==> src/hdl/cubic_bezier_segment_sampler_assert.svh <==
// Assertion macros for the cubic Bezier segment sampler.
// Expects clk and rst_n in the scope of each use.
`ifndef CUBIC_BEZIER_SEGMENT_SAMPLER_ASSERT_SVH
`define CUBIC_BEZIER_SEGMENT_SAMPLER_ASSERT_SVH

`ifndef SYNTHESIS
// Same-cycle implication.
`define BCS_ASSERT_IMPLY(label, ante, cons, msg) \
  label: assert property (@(posedge clk) disable iff (!rst_n) (ante) |-> (cons)) \
    else $error(msg);
// Next-cycle implication.
`define BCS_ASSERT_NEXT(label, ante, cons, msg) \
  label: assert property (@(posedge clk) disable iff (!rst_n) (ante) |=> (cons)) \
    else $error(msg);
`else
`define BCS_ASSERT_IMPLY(label, ante, cons, msg)
`define BCS_ASSERT_NEXT(label, ante, cons, msg)
`endif

`endif

==> src/hdl/bcs_pkg.sv <==
// Shared types, constants and arithmetic helpers for the Bezier sampler.
// No dependencies.
`default_nettype none

package bcs_pkg;

  localparam int CW          = 32;   // coordinate width, signed Q16.16
  localparam int TW          = 16;   // parameter t width, unsigned Q0.16
  localparam int MAX_SAMPLES = 64;
  localparam int CNT_W       = 7;    // sample count register width
  localparam int IDX_W       = 6;    // sample index width
  localparam int PROD_W      = CW + TW + 2;
  localparam int LANE_LAT    = 6;    // register stages in one lane
  localparam int NUM_PTS     = 12;

  typedef logic signed [CW-1:0]     coord_t;
  typedef logic signed [PROD_W-1:0] prod_t;
  typedef logic [TW-1:0]            frac_t;
  typedef logic [IDX_W-1:0]         idx_t;
  typedef logic [CNT_W-1:0]         cnt_t;

  // Sideband that travels with each issued sample.
  typedef struct packed {
    logic valid;
    idx_t idx;
    logic last;
  } smp_ctl_t;

  // (b - a) * t, full precision.
  function automatic prod_t lerp_prod(coord_t a, coord_t b, frac_t t);
    logic signed [CW:0] d;
    logic signed [TW:0] ts;
    d  = $signed({b[CW-1], b}) - $signed({a[CW-1], a});
    ts = $signed({1'b0, t});
    return d * ts;
  endfunction

  // a + floor(m / 2^16); the result always lies between the two operands.
  function automatic coord_t lerp_sum(coord_t a, prod_t m);
    logic [CW+1:0] s;
    s = {{2{a[CW-1]}}, a} + m[PROD_W-1:TW];
    return coord_t'(s[CW-1:0]);
  endfunction

  // floor(2^16 / n) indexed by n - 1.
  function automatic logic [TW:0] step_quot(idx_t nm1);
    logic [TW:0] q;
    case (nm1)
      6'd0:  q = 17'd65536;  6'd1:  q = 17'd32768;  6'd2:  q = 17'd21845;
      6'd3:  q = 17'd16384;  6'd4:  q = 17'd13107;  6'd5:  q = 17'd10922;
      6'd6:  q = 17'd9362;   6'd7:  q = 17'd8192;   6'd8:  q = 17'd7281;
      6'd9:  q = 17'd6553;   6'd10: q = 17'd5957;   6'd11: q = 17'd5461;
      6'd12: q = 17'd5041;   6'd13: q = 17'd4681;   6'd14: q = 17'd4369;
      6'd15: q = 17'd4096;   6'd16: q = 17'd3855;   6'd17: q = 17'd3640;
      6'd18: q = 17'd3449;   6'd19: q = 17'd3276;   6'd20: q = 17'd3120;
      6'd21: q = 17'd2978;   6'd22: q = 17'd2849;   6'd23: q = 17'd2730;
      6'd24: q = 17'd2621;   6'd25: q = 17'd2520;   6'd26: q = 17'd2427;
      6'd27: q = 17'd2340;   6'd28: q = 17'd2259;   6'd29: q = 17'd2184;
      6'd30: q = 17'd2114;   6'd31: q = 17'd2048;   6'd32: q = 17'd1985;
      6'd33: q = 17'd1927;   6'd34: q = 17'd1872;   6'd35: q = 17'd1820;
      6'd36: q = 17'd1771;   6'd37: q = 17'd1724;   6'd38: q = 17'd1680;
      6'd39: q = 17'd1638;   6'd40: q = 17'd1598;   6'd41: q = 17'd1560;
      6'd42: q = 17'd1524;   6'd43: q = 17'd1489;   6'd44: q = 17'd1456;
      6'd45: q = 17'd1424;   6'd46: q = 17'd1394;   6'd47: q = 17'd1365;
      6'd48: q = 17'd1337;   6'd49: q = 17'd1310;   6'd50: q = 17'd1285;
      6'd51: q = 17'd1260;   6'd52: q = 17'd1236;   6'd53: q = 17'd1213;
      6'd54: q = 17'd1191;   6'd55: q = 17'd1170;   6'd56: q = 17'd1149;
      6'd57: q = 17'd1129;   6'd58: q = 17'd1110;   6'd59: q = 17'd1092;
      6'd60: q = 17'd1074;   6'd61: q = 17'd1057;   6'd62: q = 17'd1040;
      default: q = 17'd1024;
    endcase
    return q;
  endfunction

endpackage

`default_nettype wire

==> src/hdl/bcs_seq.sv <==
// Sample sequencer: steps n and t = floor(n * 2^16 / N) without a divider.
// Depends on bcs_pkg.
`default_nettype none

module bcs_seq import bcs_pkg::*; (
  input  wire logic     clk,
  input  wire logic     rst_n,
  input  wire cnt_t     samples,
  input  wire logic     in_fire,
  input  wire logic     en,
  output logic          in_ready,
  output smp_ctl_t      iss,
  output frac_t         t_out
);

  localparam int QN_W = TW + CNT_W + 1;

  logic        busy_r, busy_nxt;
  idx_t        n_r, n_nxt;
  frac_t       t_r, t_nxt;
  idx_t        rem_r, rem_nxt;
  logic [TW:0] q_r, q_nxt;
  idx_t        r0_r, r0_nxt;
  idx_t        nlast_r, nlast_nxt;
  cnt_t        nsamp_r, nsamp_nxt;

  cnt_t            n_clamp;
  logic [TW:0]     q_new;
  logic [QN_W-1:0] qn;
  logic [QN_W-1:0] rem_full;
  cnt_t            rsum;
  logic            last;

  always_comb begin
    if (samples == '0) begin
      n_clamp = CNT_W'(1);
    end else if (samples > CNT_W'(MAX_SAMPLES)) begin
      n_clamp = CNT_W'(MAX_SAMPLES);
    end else begin
      n_clamp = samples;
    end
    q_new    = step_quot(IDX_W'(n_clamp - CNT_W'(1)));
    qn       = QN_W'(q_new) * QN_W'(n_clamp);
    rem_full = (QN_W'(1) << TW) - qn;
  end

  assign last     = (n_r == nlast_r);
  assign in_ready = !busy_r || (en && last);
  assign iss      = '{valid: busy_r, idx: n_r, last: last};
  assign t_out    = t_r;
  assign rsum     = {1'b0, rem_r} + {1'b0, r0_r};

  always_comb begin
    busy_nxt  = busy_r;
    n_nxt     = n_r;
    t_nxt     = t_r;
    rem_nxt   = rem_r;
    q_nxt     = q_r;
    r0_nxt    = r0_r;
    nlast_nxt = nlast_r;
    nsamp_nxt = nsamp_r;
    // advance one sample per enabled cycle; remainder keeps t exact
    if (busy_r && en) begin
      n_nxt = n_r + IDX_W'(1);
      if (rsum >= nsamp_r) begin
        rem_nxt = IDX_W'(rsum - nsamp_r);
        t_nxt   = TW'(t_r + q_r + 1'b1);
      end else begin
        rem_nxt = IDX_W'(rsum);
        t_nxt   = TW'(t_r + q_r);
      end
      if (last) begin
        busy_nxt = 1'b0;
      end
    end
    if (in_fire) begin
      busy_nxt  = 1'b1;
      n_nxt     = '0;
      t_nxt     = '0;
      rem_nxt   = '0;
      q_nxt     = q_new;
      r0_nxt    = rem_full[IDX_W-1:0];
      nlast_nxt = IDX_W'(n_clamp - CNT_W'(1));
      nsamp_nxt = n_clamp;
    end
  end

  always_ff @(posedge clk) begin
    if (!rst_n) begin
      busy_r <= 1'b0;
    end else begin
      busy_r <= busy_nxt;
    end
    n_r     <= n_nxt;
    t_r     <= t_nxt;
    rem_r   <= rem_nxt;
    q_r     <= q_nxt;
    r0_r    <= r0_nxt;
    nlast_r <= nlast_nxt;
    nsamp_r <= nsamp_nxt;
  end

endmodule

`default_nettype wire

==> config.mk <==
export PLATFORM = sky130hd
export DESIGN_NAME = bcs_seq
export DESIGN_NICKNAME = d
export VERILOG_FILES = /design/src/hdl/cubic_bezier_segment_sampler_assert.svh /design/src/hdl/bcs_pkg.sv /design/src/hdl/bcs_seq.sv
export SDC_FILE = /design/constraint.sdc
export NUM_CORES = 1
export LEC_CHECK = 0
export ABC_AREA = 1
export BUFFER_PORTS_ARGS = -buffer_cell sky130_fd_sc_hd__buf_2
export CAP_MARGIN = 0
export CORE_MARGIN = 5
export CORE_UTILIZATION = 55
export DETAILED_ROUTE_END_ITERATION = 10
export PLACE_DENSITY = 0.85
export SYNTH_ARGS = -nofsm -noshare
export SYNTH_HDL_FRONTEND = slang
export SYNTH_SLANG_ARGS = --single-unit
==> constraint.sdc <==
create_clock -name clk -period 5.8 [get_ports clk]
set_input_delay 0.29 -clock clk [delete_from_list [all_inputs] [get_ports clk]]
set_output_delay 0.29 -clock clk [all_outputs]
set_load 0.1 [all_outputs]
==> reports/results.tsv, run 1 <==
metric	value	unit
first_pass_iters	5	
tightest_slew	0.918	ns
hold_ws	0.187	ns
rsz0062_at_grt	false	
final-hold-violation-count	0	
placed_area	6020	µm²
syn_nets	892	
drv_cap	0	
clockPowerShare	0.194	
fmax	0.197	GHz
ioPinCount	36	
nets	924	
worst-setup-path-type	in2reg	
synth_edf_count	35	
htree_levels	3	
initial_utilization	0.560	
drive_above_1_share	0.0970	
wl_met2	6550	µm
post_drt_wl_per_cell	14.6	µm
rows	37	
grtUsageTotal	0.234	
final_common_cell	nand2_1	
critPathSlowestCell	fa_1	
pwr-share-seq	0.284	
fp.dieArea	12600	µm²
max_stage_delay	0.48	ns
power-per-cell-area	333	nW/µm²
switching_power	969	µW
grt_max_degree	50	
wl_met3	1030	µm
cts.clk_slew.worst_paths	0.08	ns
required	5.92	ns
grt_overflow_total	0	
cp_num_buf_inv	9	
die_w	112	µm
cts_setup_buffers	0	
ys_ff_latch	64	
postSynthCellCount	819	
arrival	5.21	ns
antenna_found_initial	0	
cts_root_buffer	clkbuf_8	
slew_headroom	0.388	
crit_top_cell	nand2_1	
avgViaCountPerCell	5.59	
gp_congestion	0.999	
drv_slew	0	
cts_made_buffers	9	
p_leak	0.00312	µW
hold_class	in2reg	
setup_viol	0	
core	10200	µm²
synth_flop_cell	edfxtp_1	
fin_tns_setup	0	ns
grt_pass1_wl	24100	µm
die_h	112	µm
ant_nets	0	
ctsResizeCount	0	
fin_crit_sh	0.877	
cp-start-kind	primary input	
hpwl	11000	µm
cts-hold-fix-buffers	0	
swShare	0.467	
ys_types	46	
critPathMaxFanout	10	
netlist_area	5730	µm²
status	completed	
p_int	1110	µW
clock_sinks	64	
worstSetupEndpointType	register	
highest_layer	met4	
diodes	0	
synthArstFlopShare	0	
drt-initial-drc-count	621	
cts_tree	done	
drt_wl_total	14500	µm
avgSynthCellArea	6.99	µm²
period_needed	5.08	ns
r2r_slack	1.91	ns
finish.instance_area	6220	µm²
vias	5545	
wl_met1	6570	µm
clock_skew	0.0106	ns
insertion_delay	0.36	ns
grt_pass1_vias	5165	
vdd_drop_max	197	µV
cp_top_family	adder cells	
area_growth	8.63	%
p_comb_frac	0.522	
synth_warnings	0	
final_cell_mix	198 x nand2_1, 102 x inv_1, 82 x nor2_1, 69 x nand3_1, 56 x a21oi_1	
drc_errors	0	
cts_buffer_depth	2	
ys_seq_area_frac	0.285	
portBuffers	35	
final timing paths:
kind,start,endpoint,depth (start not counted)
setup / recovery,samples[6],r0_r[5]$_DFFE_PP_,34
hold / removal,rst_n,busy_r$_SDFFE_PN0P_,2
setup reg to reg,r0_r[2]$_DFFE_PP_,t_out[12]$_SDFFE_PP0P_,18
hold reg to reg,rem_r[4]$_SDFFE_PP0P_,rem_r[4]$_SDFFE_PP0P_,2
final cells by class:
| cell class | instances | area [µm²] |
|---|---|---|
| Tap cell | 136 | 170 |
| Inverter | 106 | 398 |
| Fill cell | 960 | 4010 |
| Clock buffer | 9 | 124 |
| Timing Repair Buffer | 42 | 228 |
| Multi-Input combinational cell | 628 | 3590 |
| Sequential cell | 64 | 1630 |
| Clock inverter | 7 | 77.6 |
flip-flops by register name, summed over array words and instances (netlist names):
| signal | count |
|---|---|
| t_out | 16 |
| r0_r | 6 |
| busy_r | 1 |
| nsamp_r | 7 |
| rem_r | 6 |
| q_r | 16 |
| nlast_r | 6 |
| n_r | 6 |
layer usage:
metal,track usage,vias to the layer above
li1,-,2771
met1,0.310,2523
met2,0.381,221
met3,0.0394,30
met4,0.0978,0
met5,0,-
logic make-up after synthesis:
family                   count (synthesis)  synth area share
flip-flops                              64             0.285
adder cells (fa/ha/maj)                 62             0.146
XOR/XNOR                                36            0.0550
AO/OA/AOI/OAI                          123             0.119
AND/OR/NAND/NOR                        407             0.308
buffers and inverters                  127            0.0878
power groups by stage:
stage | registers [µW] | clock network [µW] | logic, µW
6_report | 589 | 403 | 1080
5_1_grt | 596 | 427 | 1210
4_1_cts | 589 | 405 | 1070
3_5_place_dp | 598 | 0 | 1060
3_3_place_gp | 596 | 0 | 1040
2_1_floorplan | 663 | 0 | 772
per-stage QoR:
step,utilization,setup slack [ns],cells,power (µW)
6_report,0.608,0.715,992,2070
5_1_grt,0.608,0.263,992,2240
4_1_cts,0.608,0.764,992,2060
3_5_place_dp,0.588,0.366,976,1660
3_3_place_gp,0.588,0.500,976,1640
2_1_floorplan,-,0.397,819,1440
cells in the mapped netlist, drive strengths merged, types with 2 or more instances:
cell | number | area share
xor2 | 30 | 0.046
and2 | 2 | 0.0022
nand3b | 2 | 0.0026
fa | 8 | 0.028
clkbuf | 10 | 0.0066
nand2 | 207 | 0.14
nand3 | 71 | 0.064
nor2 | 85 | 0.058
o21bai | 3 | 0.0039
nor4 | 3 | 0.0033
a31oi | 3 | 0.0033
a21o | 3 | 0.0039
buf | 11 | 0.012
edfxtp | 35 | 0.18
or2 | 6 | 0.0066
and3 | 2 | 0.0022
nand4 | 16 | 0.017
a21oi | 57 | 0.050
o211ai | 3 | 0.0039
ha | 54 | 0.12
nor3 | 12 | 0.010
dfxtp | 29 | 0.10
inv | 106 | 0.069
o21ai | 44 | 0.038
xnor2 | 6 | 0.0092
(Power assumes the default switching activity.)
==> run 2: changes to the inputs <==
CORE_UTILIZATION = 56   (was 55)
PLACE_DENSITY = 0.86   (was 0.85)
==> run 2 against run 1 <==
  * Via count grew 1.9%
  * Register-to-register slack lost 0.02 ns
  * Critical path depth shrank 2
  * Largest cell class unchanged
  * Clock skew grew 0.0015 ns
  * Sequential share of layout area is essentially flat
  * Sequential power is essentially flat
  * Power grew 0.84%
  * Fmax shrank 3.8%
  * Non-clock buffer count shrank 1
==> reports/results.tsv, run 2 (synthesis gave the netlist of run 1 again) <==
metric	value	unit
worst-setup-path-type	in2reg	
drt_wl_total	14800	µm
post_drt_wl_per_cell	14.9	µm
rows	37	
max_stage_delay	0.51	ns
arrival	5.38	ns
preCtsSetupSlack	0.240	ns
hpwl	11200	µm
rsz0062_at_grt	false	
tightest_slew	0.914	ns
grt_pass1_wl	24600	µm
grt_pass1_vias	5198	
drc_errors	0	
final_common_cell	nand2_1	
drive_above_1_share	0.0913	
setup_slack	0.517	ns
fmax	0.189	GHz
cts_made_buffers	9	
setup_viol	0	
critPathSlowestCell	fa_1	
initial_utilization	0.565	
cts_buffer_depth	2	
die_h	111	µm
period_needed	5.28	ns
htree_levels	3	
gp_congestion	0.990	
final_cell_mix	198 x nand2_1, 102 x inv_1, 82 x nor2_1, 69 x nand3_1, 56 x a21oi_1	
first_pass_iters	5	
diodes	0	
drt-initial-drc-count	534	
ctsResizeCount	0	
hold_ws	0.209	ns
clock_skew	0.0121	ns
portBuffers	35	
antenna_found_initial	0	
crit_top_cell	nand2_1	
status	completed	
grt_overflow_total	0	
insertion_delay	0.34	ns
final-hold-violation-count	0	
drv_cap	0	
vias	5651	
nets	923	
fp.dieArea	12400	µm²
cts-hold-fix-buffers	0	
dp_cells	975	
fin_crit_sh	0.911	
ant_nets	0	
critPathMaxFanout	18	
fin_tns_setup	0	ns
cts_root_buffer	clkbuf_8	
area_growth	8.48	%
p_leak	0.00312	µW
power-per-cell-area	337	nW/µm²
avgViaCountPerCell	5.71	
cts.clk_slew.worst_paths	0.07	ns
instances_no_fill	990	
worstSetupEndpointType	register	
core	10100	µm²
hold_class	in2reg	
vdd_drop_max	163	µV
final_util	0.613	
cts_tree	done	
cp-start-kind	primary input	
cts_setup_buffers	0	
grtUsageTotal	0.239	
slew_headroom	0.390	
ioPinCount	36	
die_w	111	µm
required	5.90	ns
clock_sinks	64	
drv_slew	0	
grt_max_degree	50	
[run 2: final timing paths]
path / startpoint / endpoint / slack (ns) / cells after the start
setup / recovery: samples[6] / r0_r[5]$_DFFE_PP_ / 0.52 / 32
hold / removal: rst_n / busy_r$_SDFFE_PN0P_ / 0.21 / 2
setup reg to reg: r0_r[0]$_DFFE_PP_ / t_out[12]$_SDFFE_PP0P_ / 1.89 / 18
hold reg to reg: rem_r[4]$_SDFFE_PP0P_ / rem_r[4]$_SDFFE_PP0P_ / 0.48 / 2
[run 2: where the power goes]
part           internal [µW]  switching [µW]
combinational            352             746
sequential               553            37.7
clock                    236             168
total                   1140             951
[run 2: per-stage QoR]
step                instance area [µm²]  power [µW]
finish                             6210        2090
global route                       6210        2250
CTS                                6210        2080
detailed placement                 6010        1670
global placement                   6010        1640
floorplan                          5730        1440
[run 2: final cells by class]
| type | instances | area, µm² |
|---|---|---|
| fillers | 925 | 3930 |
| flip-flops and latches | 64 | 1630 |
| clock inverters | 5 | 72.6 |
| clock buffers | 10 | 128 |
| multi-input cells | 628 | 3590 |
| repair buffers | 41 | 220 |
| well taps | 136 | 170 |
| inverters | 106 | 398 |
[run 2: critical path, delay by kind of cell]
kind            cells  cell delay (ns)
fa+ha+maj           7             2.39
compound gates      2             0.26
simple gates       15             1.47
buf+inv             8             0.98
[run 2: metal layers]
layer  track usage  up-vias  part of all wire
met5             0        -                 0
met4        0.0989        0             0.037
met3        0.0382       46             0.080
met2         0.369      254              0.44
met1         0.334     2576              0.45
li1              -     2775                 -
==> run 3: changes to the inputs <==
CORE_ASPECT_RATIO = 1.5   (was unset)
==> run 3 against run 2 <==
  * Combinational power about the same
  * Power increased by 8.6%
  * Critical endpoint unchanged
  * Final area rose by 1.9%
  * Hold slack worse by 0.0073 ns
  * Clock skew fell by 0.0039 ns
  * Largest power group unchanged
==> reports/results.tsv, run 3 (synthesis gave the netlist of run 1 again) <==
metric	value	unit
status	completed	
die_w	92.6	µm
drive_above_1_share	0.0980	
vdd_drop_max	169	µV
grt_overflow_total	0	
preCtsSetupSlack	0.320	ns
p_leak	0.00318	µW
required	5.89	ns
ctsResizeCount	0	
grt_pass1_vias	5333	
grt_pass1_wl	24500	µm
final_cell_mix	198 x nand2_1, 102 x inv_1, 82 x nor2_1, 69 x nand3_1, 56 x a21oi_1	
cts.clk_slew.worst_paths	0.06	ns
fp.dieArea	12400	µm²
final_common_cell	nand2_1	
nets	925	
grtUsageTotal	0.246	
worstSetupEndpointType	register	
post_drt_wl_per_cell	15.3	µm
setup_slack	0.686	ns
rsz0062_at_grt	false	
rows	45	
avgViaCountPerCell	5.79	
arrival	5.21	ns
clock_sinks	64	
cts_setup_buffers	0	
htree_levels	3	
core	10100	µm²
critPathMaxFanout	13	
die_h	134	µm
insertion_delay	0.34	ns
tightest_slew	0.937	ns
diodes	0	
hpwl	11300	µm
power-per-cell-area	359	nW/µm²
cts-hold-fix-buffers	0	
vias	5640	
cts_root_buffer	clkbuf_16	
cts_made_buffers	9	
period_needed	5.11	ns
first_pass_iters	7	
drt_wl_total	14900	µm
initial_utilization	0.568	
drv_slew	0	
area_growth	10.6	%
gp_congestion	0.974	
cp-start-kind	primary input	
ioPinCount	36	
fin_tns_setup	0	ns
cts_buffer_depth	2	
critPathSlowestCell	fa_1	
portBuffers	35	
totalPowerFinal	2270	µW
slew_headroom	0.374	
drv_cap	0	
ant_nets	0	
setup_viol	0	
max_stage_delay	0.54	ns
antenna_found_initial	0	
hold_class	in2reg	
final-hold-violation-count	0	
cts_tree	done	
drc_errors	0	
fmax	0.196	GHz
clock_skew	0.00826	ns
worst-setup-path-type	in2reg	
drt-initial-drc-count	375	
fin_crit_sh	0.882	
grt_max_degree	50	
run 3: cell types whose count changed in the layout (fill, tap and decap cells not counted), sizes merged:
cell,change
inv,+3
buf,+2
clkinv,-2
clkbuf,-1
clkinvlp,+1
run 3: where the power goes:
group | switching (µW) | leakage, µW | internal, µW | total [µW]
Combinational | 734 | 0.00245 | 352 | 1090
Sequential | 33.6 | 0.000577 | 552 | 586
Clock | 218 | 0.000157 | 381 | 599
Total | 985 | 0.00318 | 1290 | 2270
run 3: final timing paths:
check	start	to	slack, ns	depth (start not counted)
max reg2reg	r0_r[0]$_DFFE_PP_	t_out[12]$_SDFFE_PP0P_	1.67	18
max	samples[6]	r0_r[5]$_DFFE_PP_	0.69	31
min reg2reg	rem_r[4]$_SDFFE_PP0P_	rem_r[4]$_SDFFE_PP0P_	0.47	2
min	rst_n	busy_r$_SDFFE_PN0P_	0.20	2
run 3: critical path, delay by kind of cell:
kind	cells	cell delay, ns
AND/OR/NAND/NOR	14	1.26
buffers and inverters	8	0.88
adder cells (fa/ha/maj)	8	2.62
AO/OA/AOI/OAI	1	0.17
run 3: through the flow:
| step | utilization | area (µm²) | instances | hold slack, ns |
|---|---|---|---|---|
| 2_1_floorplan | - | 5730 | 819 | 0.402 |
| 3_3_place_gp | 0.596 | 6000 | 958 | 0.459 |
| 3_5_place_dp | 0.596 | 6000 | 958 | 0.466 |
| 4_1_cts | 0.628 | 6330 | 974 | 0.199 |
| 5_1_grt | 0.628 | 6330 | 974 | 0.201 |
| 6_report | 0.628 | 6330 | 974 | 0.201 |
run 3: cell type report:
class                           count  area, µm²
Fill cell                         875       3750
Clock buffer                        9        225
Clock inverter                      7        103
Inverter                          106        398
Sequential cell                    64       1630
Timing Repair Buffer               43        235
Tap cell                          117        146
Multi-Input combinational cell    628       3590
run 3: layer usage:
layer	track usage	vias to the layer above	part of all wire
li1	-	2781	-
met2	0.447	219	0.52
met5	0	-	0
met4	0.134	0	0.049
met1	0.270	2579	0.38
met3	0.0376	61	0.054
